<file path="config.mk">
export PLATFORM = sky130hd
export DESIGN_NAME = rdi_fifo
export DESIGN_NICKNAME = d
export VERILOG_FILES = /design/src/rtl/core/rdi_pkg.sv /design/src/rtl/core/rdi_fifo.sv
export SDC_FILE = /design/constraint.sdc
export NUM_CORES = 1
export LEC_CHECK = 0
export BUFFER_PORTS_ARGS = -buffer_cell sky130_fd_sc_hd__buf_2
export CAP_MARGIN = 0
export CELL_PAD_IN_SITES_DETAIL_PLACEMENT = 0
export CELL_PAD_IN_SITES_GLOBAL_PLACEMENT = 1
export CORE_UTILIZATION = 45
export DETAILED_ROUTE_END_ITERATION = 10
export PLACE_DENSITY = 0.85
export SLEW_MARGIN = 20
export SYNTH_ARGS = -nofsm -noshare
export SYNTH_HDL_FRONTEND = slang
export SYNTH_SLANG_ARGS = --single-unit
</file>
<file path="constraint.sdc">
create_clock -name clk_i -period 6.7 [get_ports clk_i]
set_input_delay 0.67 -clock clk_i [delete_from_list [all_inputs] [get_ports clk_i]]
set_output_delay 0.67 -clock clk_i [all_outputs]
set_load 0.01 [all_outputs]
</file>
<file path="src/rtl/core/rdi_pkg.sv">
// rdi_pkg: shared types and constants of the radial distance inversion block
// no dependencies
package rdi_pkg;

  localparam int unsigned CoordW = 32;
  localparam int unsigned SumW   = 64;

  typedef enum logic [1:0] {
    OP_CLEAR     = 2'd0,
    OP_MEASURE   = 2'd1,
    OP_TRANSFORM = 2'd2,
    OP_UNUSED    = 2'd3
  } op_e;

  // one classified word between front and back
  typedef struct packed {
    op_e                      op;
    logic [2:0]               sgn;
    logic [2:0][CoordW-1:0]   mag;
  } job_t;

endpackage

</file>
<file path="src/rtl/core/rdi_fifo.sv">
// rdi_fifo: two-entry queue of classified words between front and back
// depends on rdi_pkg
module rdi_fifo import rdi_pkg::*; (
  input  logic clk_i,
  input  logic rst_ni,
  input  logic push_i,
  input  job_t push_data_i,
  output logic full_o,
  input  logic pop_i,
  output logic valid_o,
  output job_t pop_data_o
);

  job_t       mem_q [2];
  logic       wr_ptr_q, rd_ptr_q;
  logic [1:0] cnt_q;

  assign full_o     = (cnt_q == 2'd2);
  assign valid_o    = (cnt_q != 2'd0);
  assign pop_data_o = mem_q[rd_ptr_q];

  // storage
  always_ff @(posedge clk_i) begin
    if (push_i) begin
      mem_q[wr_ptr_q] <= push_data_i;
    end
  end

  // pointers and fill count
  always_ff @(posedge clk_i or negedge rst_ni) begin
    if (!rst_ni) begin
      wr_ptr_q <= 1'b0;
      rd_ptr_q <= 1'b0;
      cnt_q    <= 2'd0;
    end else begin
      if (push_i) wr_ptr_q <= ~wr_ptr_q;
      if (pop_i)  rd_ptr_q <= ~rd_ptr_q;
      if (push_i && !pop_i)      cnt_q <= cnt_q + 2'd1;
      else if (pop_i && !push_i) cnt_q <= cnt_q - 2'd1;
    end
  end

endmodule

</file>
==> flow_metrics.tcl <==
set metrics [dict create \
    power_uw 4110 \
    antenna_found_initial 1 \
    h-tree-depth 1 \
    p_leak_uw 0.00388 \
    drive_above_1_share_pct 60.1 \
    crit_path_max_fanout 57 \
    synthTopCellsByCount "edfxtp_1, mux2_4, mux2_2" \
    ys_seq_area_share_pct 79.1 \
    final_cells 788 \
    hold_violations 0 \
    ys_async_sr_fraction_pct 1.94 \
    critPathCaptureType "output port" \
    area_growth_pct 24.3 \
    clk_pin_slew_ns 0.06 \
    fp.dieW_um 134 \
    syn-num-nets 436 \
    dieArea_um2 17900 \
    setup.worst_path.class "reg -> out" \
    synth_edf_count 202 \
    grt_pass1_wl_mm 20.2 \
    drc 0 \
    max_freq_ghz 0.281 \
    maxCapViolations 0 \
    synth_cell_types 15 \
    grt_pass1_vias 4000 \
    totalWireLength_mm 13.3 \
    initial_utilization_pct 46.5 \
    post-route-min-period_ns 3.56 \
    rsz0062_at_grt "false" \
    yosys_warnings 0 \
    synth_area_leader_cell "edfxtp_1" \
    synth_top_area_share_pct 77.8 \
    slew_headroom_pct 34.4 \
    avgSynthCellArea_um2 23.6 \
    rows 47 \
    syn_area_um2 7800 \
    fin_skew_ns 0.0108 \
    clk_root_buffer_cell "clkbuf_16" \
    p_per_area_nw_per_um2 424 \
    gp_congestion 0.683 \
    dp_hpwl_mm 8.77 \
    coreArea_um2 16800 \
    cts_tree "built" \
    p_sw_uw 1120 \
    startpoint_type "flip-flop" \
    swShare_pct 27.2 \
    holdCritPathClass "in -> reg" \
    crit_required_ns 6.03 \
    io_pins 208 \
    cts_made_buffers 21 \
    finalSetupViolCount 0 \
    overflow 0 \
    slowest_delay_ns 1.05 \
    die_y_um 134 \
    status "completed" \
    vias_per_cell 4.81 \
    worst_pin_slew_ns 0.984 \
    clk_latency_ns 0.48 \
    post-place-cells 749 \
    cp_data_arrival_time_ns 2.89 \
    first_pass_iters 4 \
    path_cells "buf_4, mux2_4, buf_2" \
    antenna_left 0 \
    grtUsageTotal_pct 14.7 \
    final_max_slew_viol_count 0 \
    fin_tns_setup_ns 0 \
    dr_total_vias 3788 \
    combPwrFrac_pct 28.4 \
    synthFlopType "edfxtp_1" \
    critPathSlowestCell "dfrtp_4" \
    drt-wirelength-per-cell_um 16.9 \
    fin_crit_sh_pct 53.1 \
    cts_buffer_depth 3 \
    ys_ff_latch 206 \
    ys_top_cells_by_area "edfxtp_1, mux2_4, mux2_2" \
    final_nets 659 \
    synthCells 330 \
    peakVddDrop_mv 0.263 \
    drt_first_iter_violations 150 \
    grt_max_degree 72 \
    p_seq_share_pct 45.3 \
    clock_power_share_pct 26.3 \
    p_int_uw 2990 \
    yosysMostFrequentCell "edfxtp_1" \
    io_buffers 207 \
    clock-sinks 206 \
]
## power by group through the flow
stage	registers [µW]	clock network [µW]	logic, µW
2_1_floorplan	1820	0	900
3_3_place_gp	1880	0	1170
3_5_place_dp	1890	0	1180
4_1_cts	1870	1110	1190
5_1_grt	1890	1160	1250
6_report	1860	1080	1170
## per-layer routing
metal,vias up,GRT usage (%),wire [µm]
li1,1757,-,-
met2,146,26.4,6820
met3,25,4.34,1020
met1,1860,16.7,5250
met5,-,0,0
met4,0,4.55,254
## flip-flops by register name, summed over array words and instances (netlist names)
| name | cells |
|---|---|
| cnt_q | 2 |
| mem_q | 202 |
| rd_ptr_q | 1 |
| wr_ptr_q | 1 |
## through the flow
stage	cell area, µm²	worst slack [ns]	hold WS [ns]	util, %
after global routing	9700	3.00	0.362	57.8
after CTS	9700	3.09	0.359	57.8
final	9700	3.14	0.379	57.9
after floorplan	7800	1.06	0.374	-
after global placement	9040	3.65	0.461	53.9
after detailed placement	9040	3.60	0.481	53.9
## placed cells by master (no fill, tap or decap), drive strengths merged
cell type / Yosys / final
and2: 1 / 1
buf: 11 / 210
bufinv: 0 / 2
clkbuf: 0 / 26
clkinv: 0 / 9
dfrtp: 4 / 4
diode: 0 / 1
dlygate4sd3: 0 / 1
edfxtp: 202 / 202
ha: 1 / 1
inv: 1 / 1
mux2: 101 / 101
nor2: 1 / 1
nor2b: 2 / 2
or2: 1 / 1
xnor2: 1 / 1
xor2: 4 / 4
## worst paths after layout
kind	cells after the start	start	end	slack (ns)
min reg2reg	1	cnt_q[1]	cnt_q[1]	0.49
min in group asynchronous	2	rst_ni	cnt_q[0]	0.54
min	1	push_data_i[95]	mem_q[0][95]	0.38
max in group asynchronous	2	rst_ni	rd_ptr_q	6.00
max	3	rd_ptr_q	pop_data_o[49]	3.14
max reg2reg	2	wr_ptr_q	mem_q[0][2]	4.22
## final cells by class
class / instances / area, µm²
Fill cell: 1267 / 7060
Multi-Input combinational cell: 112 / 1530
Clock buffer: 26 / 544
Timing Repair Buffer: 211 / 1070
Sequential cell: 206 / 6170
Tap cell: 220 / 275
Antenna cell: 1 / 2.50
Clock inverter: 11 / 101
Inverter: 1 / 3.75
## kinds of logic (layout without fill, tap and decap cells)
family	Yosys count	after routing	share of synthesized area, %
other	0	1	0
adder cells (fa/ha/maj)	1	1	0.160
AND/OR/NAND/NOR	5	5	0.369
XOR/XNOR	5	5	0.561
buffers and inverters	12	249	1.43
multiplexers	101	101	18.4
flip-flops	206	206	79.1
## critical path, delay by kind of cell (launching register included)
| family | cells | cell delay (ns) |
|---|---|---|
| flip-flops | 1 | 1.05 |
| buffers and inverters | 2 | 0.96 |
| multiplexers | 1 | 0.36 |
## what timing repair did
| action | CTS | global route |
|---|---|---|
| setup buffers | 0 | 0 |
| hold endpoints to repair | 4 | 0 |
| hold buffers | 1 | 0 |
| resized for setup | 0 | 0 |
(Power assumes the default switching activity.)
