[config.mk]
export PLATFORM = sky130hd
export DESIGN_NAME = rdi_front_flat
export DESIGN_NICKNAME = d
export VERILOG_FILES = /design/src/rtl/core/rdi_pkg.sv /design/src/rtl/core/rdi_if.sv /design/src/rtl/core/rdi_front.sv /design/src/flat_wrapper.sv
export SDC_FILE = /design/constraint.sdc
export NUM_CORES = 1
export LEC_CHECK = 0
export BUFFER_PORTS_ARGS = -buffer_cell sky130_fd_sc_hd__buf_2
export CORE_UTILIZATION = 35
export DETAILED_ROUTE_END_ITERATION = 8
export GPL_TIMING_DRIVEN = 0
export MAX_ROUTING_LAYER = met4
export PLACE_DENSITY = 0.79
export SYNTH_ARGS = -nofsm -noshare
export SYNTH_HDL_FRONTEND = slang
export SYNTH_SLANG_ARGS = --single-unit
[constraint.sdc]
create_clock -name vclk -period 2
set_clock_uncertainty 0.1 [all_clocks]
set_input_delay 0.1 -clock vclk [all_inputs]
set_output_delay 0.1 -clock vclk [all_outputs]
set_load 0.03 [all_outputs]
[src/rtl/core/rdi_pkg.sv]
// rdi_pkg: shared types and constants of the radial distance inversion block
// no dependencies
package rdi_pkg;

  localparam int unsigned CoordW = 32;
  localparam int unsigned SumW   = 64;

  typedef enum logic [1:0] {
    OP_CLEAR     = 2'd0,
    OP_MEASURE   = 2'd1,
    OP_TRANSFORM = 2'd2,
    OP_UNUSED    = 2'd3
  } op_e;

  // one classified word between front and back
  typedef struct packed {
    op_e                      op;
    logic [2:0]               sgn;
    logic [2:0][CoordW-1:0]   mag;
  } job_t;

endpackage

[src/rtl/core/rdi_if.sv]
// rdi_in_if and rdi_out_if: valid/ready channels of the block
// depends on rdi_pkg for widths
interface rdi_in_if;
  import rdi_pkg::*;
  logic                     valid;
  logic                     ready;
  logic [1:0]               opcode;
  logic signed [CoordW-1:0] coord_x;
  logic signed [CoordW-1:0] coord_y;
  logic signed [CoordW-1:0] coord_z;
  modport source (output valid, opcode, coord_x, coord_y, coord_z, input ready);
  modport sink   (input valid, opcode, coord_x, coord_y, coord_z, output ready);
endinterface


[src/rtl/core/rdi_front.sv]
// rdi_front: accepts input words, drops unused opcodes, splits sign and magnitude
// depends on rdi_pkg and rdi_in_if
module rdi_front import rdi_pkg::*; (
  rdi_in_if.sink in_i,
  input  logic   full_i,
  output logic   push_o,
  output job_t   job_o
);

  logic [2:0][CoordW-1:0] c;

  assign c[0] = in_i.coord_x;
  assign c[1] = in_i.coord_y;
  assign c[2] = in_i.coord_z;

  assign in_i.ready = !full_i;
  assign push_o     = in_i.valid && !full_i && (op_e'(in_i.opcode) != OP_UNUSED);

  // magnitude and sign of each coordinate
  always_comb begin
    job_o.op = op_e'(in_i.opcode);
    for (int i = 0; i < 3; i++) begin
      job_o.sgn[i] = c[i][CoordW-1];
      job_o.mag[i] = c[i][CoordW-1] ? (~c[i] + 1'b1) : c[i];
    end
  end

endmodule

[src/flat_wrapper.sv]
// flat-port wrapper written by rule: the top's interface ports become plain ports
module rdi_front_flat import rdi_pkg::*;
  (full_i, push_o, job_o, in_i_valid, in_i_opcode, in_i_coord_x, in_i_coord_y, in_i_coord_z, in_i_ready);
  rdi_in_if in_i_i ();
  input  logic full_i;
  output logic push_o;
  output job_t job_o;
  input wire logic [$bits(in_i_i.valid)-1:0] in_i_valid;
  input wire logic [$bits(in_i_i.opcode)-1:0] in_i_opcode;
  input wire logic [$bits(in_i_i.coord_x)-1:0] in_i_coord_x;
  input wire logic [$bits(in_i_i.coord_y)-1:0] in_i_coord_y;
  input wire logic [$bits(in_i_i.coord_z)-1:0] in_i_coord_z;
  output wire logic [$bits(in_i_i.ready)-1:0] in_i_ready;
  assign in_i_i.valid = in_i_valid;
  assign in_i_i.opcode = in_i_opcode;
  assign in_i_i.coord_x = in_i_coord_x;
  assign in_i_i.coord_y = in_i_coord_y;
  assign in_i_i.coord_z = in_i_coord_z;
  assign in_i_ready = in_i_i.ready;
  rdi_front u_core (.in_i(in_i_i), .full_i(full_i), .push_o(push_o), .job_o(job_o));
endmodule
==> impl_results.md, run 1 <==
* DRC viols at 0
* Post-synthesis sequential area ratio at 0
* Worst Setup End Kind: primary output
* Cts hold-fix bufs at 0
* CP required at 1.80 ns
* Row cnt at 27
* Effective utilization at floorplan at 0.367
* GP Congestion at 0.886
* Top cell type's share of synthesized area at 0.374
* Layout Nets at 615
* Remaining global-route overflow at 0
* Final setup fails at 3
* Die W at 78.3 um
* Top cell family by delay on the critical path: simple AND/OR/NAND/NOR gates
* Largest net degree at the start of global routing at 11
* PwrDens at 334 mW/mm2
* CLK BUF at 0
* Critical Path AT at 1.89 ns
* Largest cells by area after synthesis: xnor2_1, o31ai_1, o41ai_1
* Share of cells above drive strength 1 at 0.520
* Seq cells at 0
* Multi-input gate area at 0.00222 mm2
* Crit path buf inv count at 2
* Top Usage Layer GRT: met2
* Max cap viols at 0
* Fin crit share at 1.04
* Crit start category: primary input
* PortBufs at 203
* Crit path max fanout at 3
* Least-Margin Pin Slew at 0.559 ns
* Routed Antenna Nets at 0
* Gr usage total at 0.254
* Worst setup margin at -0.0871 ns
* Peak VDD IR at 0.307 mV
* Met2 track demand over resource at 0.518
* Number of global-route vias before repair at 2849
* Antenna cells at 0
* Failing checks: negative setup slack
* Vias at 3205
* Cell taking the most area after synthesis: xnor2_1
* Pleak at 0.00145 uW
* Synth cell types at 27
* First-pass DRT Iterations at 4
* Pre-CTS WS at -0.294 ns
* Avg WL per Cell at 14.9 um
* Slew margin rel. at 0.627
* Worst hold slack at 0.379 ns
* GR Util met1 at 0.257
* Commonest non-fill, non-tap cell in the layout: buf_2
* Critical Path Max Stage Delay at 0.54 ns
* Mapped Avg Cell Area at 6.90 um2
* Post-Route WL at 8670 um
* Final Hold Viols at 0
* Syn-to-layout area delta at 74.5%
* Num ports at 203
* Vert. Die Dim at 78.3 um
* Mapped Area at 0.00204 mm2
* M3 GR Usage at 0.0302
* Vias/cell at 5.51
* Initial antenna violation count at 0
* Syn Inst Count at 295
* Register area at 0 um2
* Crit-path slowest cell: or4_4
* RSZ-0062 raised after global routing: yes
* Minimum clock period at 2.09 ns
* Util after Layout at 0.641
* Hold Crit Class: in2out
* Status: finished with violations
* Synth warn at 0
* Initial DRC Count at 105
* Slew Viols, Final at 0
* Max frequency at 479 MHz
* CP Cell Sequence: buf_6, or4_4, or3_4, or4_4, nor3b_4, buf_6
* Most frequent cells in the layout: buf_2, xnor2_1, o31ai_1, nand2_1, o21ai_0
* Kind of critical path: in2out
* Filler cells at 509
* Post-Syn Nets at 398
* First-pass GRT wire length at 12700 um
* HPWL Detailed at 6730 um
* Die ar. at 0.00613 mm2
* Total core area at 0.00554 mm2
Yosys cell counts:
cell type / instances
xnor2_1: 87
o31ai_1: 31
nand2_1: 29
o21ai_0: 24
o41ai_1: 22
nand3_1: 12
nor4_1: 12
clkbuf_1: 10
buf_4: 8
nand2b_1: 8
nor2_1: 8
nor3_1: 8
inv_1: 7
nand4_1: 5
or3_1: 5
or4_1: 4
ha_1: 3
nor4_2: 2
or4_4: 2
and3_1: 1
nand3b_1: 1
nor2b_1: 1
nor3b_1: 1
nor3b_2: 1
nor4b_1: 1
or2_2: 1
or3_2: 1
stage by stage:
stage | total power, uW | area (um2) | std cells | setup TNS [ns]
finish | 1190 | 3550 | 582 | -0.125
global placement | 1120 | 3150 | 570 | -4.38
floorplan | 723 | 2050 | 295 | -0.0322
CTS | 1150 | 3340 | 576 | -0.0949
detailed placement | 1130 | 3150 | 570 | -5.27
global route | 1250 | 3550 | 582 | -0.849
power by group:
part / total (uW) / internal [uW] / switching, uW
Combinational: 1190 / 403 / 783
Clock: 0 / 0 / 0
Sequential: 0 / 0 / 0
layout make-up:
cell class / instances / area share
buffer: 18 / 0.0275
inverter: 7 / 0.00740
multi-input combinational: 271 / 0.624
tap: 72 / 0.0254
timing repair buffer: 214 / 0.316
repair_timing:
| action | in CTS | in global routing |
|---|---|---|
| setup endpoints to repair | 47 | 37 |
| setup buffers | 6 | 5 |
| pin swaps | 6 | 3 |
| gates resized for setup | 24 | 29 |
| cloned | 0 | 1 |
worst min-delay path, cell delays in order:
cell and delay (ns):
buf_2 0.08, inv_1 0.04, buf_2 0.17
cell families after synthesis:
family / count (synthesis) / share of synthesized area
buf+inv: 25 / 0.0609
compound gates: 77 / 0.268
simple gates: 103 / 0.278
xor+xnor: 87 / 0.374
fa+ha+maj: 3 / 0.0184
worst paths after layout:
kind / slack [ns] / depth (start not counted) / to / from
hold / removal: 0.38 / 3 / in_i_ready / full_i
setup / recovery: -0.09 / 6 / job_o[31] / in_i_coord_x[27]
routing by layer:
layer | up-vias | wire (um)
met5 | - | 0
met4 | 0 | 199
met3 | 21 | 689
met2 | 173 | 4710
met1 | 1471 | 3070
li1 | 1540 | -
(Power assumes the default switching activity.)
==> run 2: changes to the inputs <==
Settings changed: MAX_ROUTING_LAYER met4 to unset.
==> run 2 against run 1 <==
Effect of this change:
- the run still ends with negative setup slack left
- core utilization barely moved
- setup slack better by 0.033 ns
- critical path depth stayed put
==> impl_results.md, run 2 (synthesized netlist as in run 1, its figures left out) <==
* Status: finished with violations (unchanged)
* Failing checks: negative setup slack (unchanged)
* Hold Crit Class: in2out (unchanged)
* Final setup fails at 2 (was 3)
* GP Congestion at 0.870 (was 0.886)
* Remaining global-route overflow at 0 (unchanged)
* Pleak at 0.00145 uW (about the same)
* Initial antenna violation count at 0 (unchanged)
* Fin crit share at 1.03 (was 1.04)
* Seq cells at 0 (unchanged)
* Syn-to-layout area delta at 74.6% (was 74.5%)
* Final Hold Viols at 0 (unchanged)
* Peak VDD IR at 0.291 mV (was 0.307 mV)
* Gr usage total at 0.252 (was 0.254)
* Avg WL per Cell at 14.8 um (was 14.9 um)
* Share of cells above drive strength 1 at 0.520 (about the same)
* Util after Layout at 0.641 (about the same)
* Die ar. at 0.00613 mm2 (unchanged)
* Least-Margin Pin Slew at 0.578 ns (was 0.559 ns)
* Top layer reached by signal wires: met4 (unchanged)
* HPWL Detailed at 6770 um (was 6730 um)
* RSZ-0062 raised after global routing: yes (unchanged)
* Kind of critical path: in2out (unchanged)
* Hold path cells at 3 (unchanged)
* Post-Route WL at 8540 um (was 8670 um)
* Vert. Die Dim at 78.3 um (unchanged)
* First-pass GRT wire length at 12900 um (was 12700 um)
* Crit path buf inv count at 2 (unchanged)
* Cts hold-fix bufs at 0 (unchanged)
* Most frequent cells in the layout: buf_2, xnor2_1, o31ai_1, nand2_1, o21ai_0 (unchanged)
* Met3 WL at 645 um (was 689 um)
* PwrDens at 335 mW/mm2 (was 334 mW/mm2)
* Max cap viols at 0 (unchanged)
* Antenna cells at 0 (unchanged)
* Dpl cells at 570 (unchanged)
* Commonest non-fill, non-tap cell in the layout: buf_2 (unchanged)
* Register area at 0 um2 (unchanged)
* Layout Nets at 611 (was 615)
* Total core area at 0.00554 mm2 (unchanged)
* Die W at 78.3 um (unchanged)
* Row cnt at 27 (unchanged)
* Vias/cell at 5.54 (was 5.51)
* Slew margin rel. at 0.615 (was 0.627)
* CLK BUF at 0 (unchanged)
* Number of global-route vias before repair at 2873 (was 2849)
* CP Cell Sequence: buf_6, or4_4, or3_4, or4_4, nor3b_4, buf_6 (unchanged)
* Filler cells at 493 (was 509)
* Critical Path AT at 1.85 ns (was 1.89 ns)
* End of the worst hold path: in_i_ready (unchanged)
* DR WL met2 at 4650 um (was 4710 um)
* Cell Count, Final, Fillers Out at 578 (was 582)
* M1 WL at 3160 um (was 3070 um)
* Crit path max fanout at 4 (was 3)
* Worst Setup End Kind: primary output (unchanged)
* Pre-CTS WS at -0.340 ns (was -0.294 ns)
* Critical Path Max Stage Delay at 0.52 ns (was 0.54 ns)
* DRC viols at 0 (unchanged)
* Setup TNS at -0.0669 ns (was -0.125 ns)
* Initial DRC Count at 97 (was 105)
* Worst hold slack at 0.375 ns (was 0.379 ns)
* PortBufs at 203 (unchanged)
* CP required at 1.80 ns (about the same)
* Vias at 3203 (was 3205)
* HP Start: full_i (unchanged)
* Worst setup margin at -0.0538 ns (was -0.0871 ns)
* Minimum clock period at 2.05 ns (was 2.09 ns)
* Top cell family by delay on the critical path: simple AND/OR/NAND/NOR gates (unchanged)
* Max frequency at 487 MHz (was 479 MHz)
* Crit-path slowest cell: or4_4 (unchanged)
* Routed Antenna Nets at 0 (unchanged)
* Num ports at 203 (unchanged)
* Largest net degree at the start of global routing at 11 (unchanged)
* First-pass DRT Iterations at 4 (unchanged)
* Slew Viols, Final at 0 (unchanged)
* Crit start category: primary input (unchanged)
* Effective utilization at floorplan at 0.367 (unchanged)
## run 2: worst min-delay path, cell delays in order
cell   delay, ns
buf_2       0.08
inv_1       0.03
buf_2       0.16
## run 2: final cells by class
| class | instances | area [um2] | area share |
|---|---|---|---|
| timing repair buffer | 211 | 1100 | 0.310 |
| multi-input combinational | 270 | 2240 | 0.630 |
| buffer | 18 | 97.6 | 0.0275 |
| tap | 72 | 90.1 | 0.0254 |
| inverter | 7 | 26.3 | 0.00739 |
## run 2: per-layer routing
layer	GRT usage	up-vias
met5	0	-
met4	0.0222	0
met3	0.0256	10
met2	0.536	156
met1	0.268	1507
li1	-	1530
## run 2: worst max path at each step
stage	endpoint	start	slack (ns)	cells past startpoint
3_5_place_dp	job_o[52]	in_i_coord_y[6]	-0.34	6
3_3_place_gp	job_o[52]	in_i_coord_y[6]	-0.27	6
4_1_cts	job_o[31]	in_i_coord_x[27]	-0.07	6
5_1_grt	job_o[31]	in_i_coord_x[25]	-0.09	6
6_report	job_o[31]	in_i_coord_x[25]	-0.05	6
2_1_floorplan	job_o[31]	in_i_coord_x[27]	-0.03	4
## run 2: report_power, final
part	switching, uW	total, uW	internal (uW)
sequential	0	0	0
combinational	786	1190	404
clock	0	0	0
total	786	1190	404
## run 2: timing repair
| item | in CTS | in global routing |
|---|---|---|
| endpoints found under the setup margin | 50 | 38 |
| gates resized for setup | 21 | 35 |
| pin swaps | 6 | 3 |
| buffers inserted | 3 | 5 |
## run 2: stage by stage
step	total power, uW	cell area (um2)
after floorplan	723	2050
after global placement	1120	3150
after detailed placement	1130	3150
after CTS	1150	3300
after global routing	1260	3550
final	1190	3550
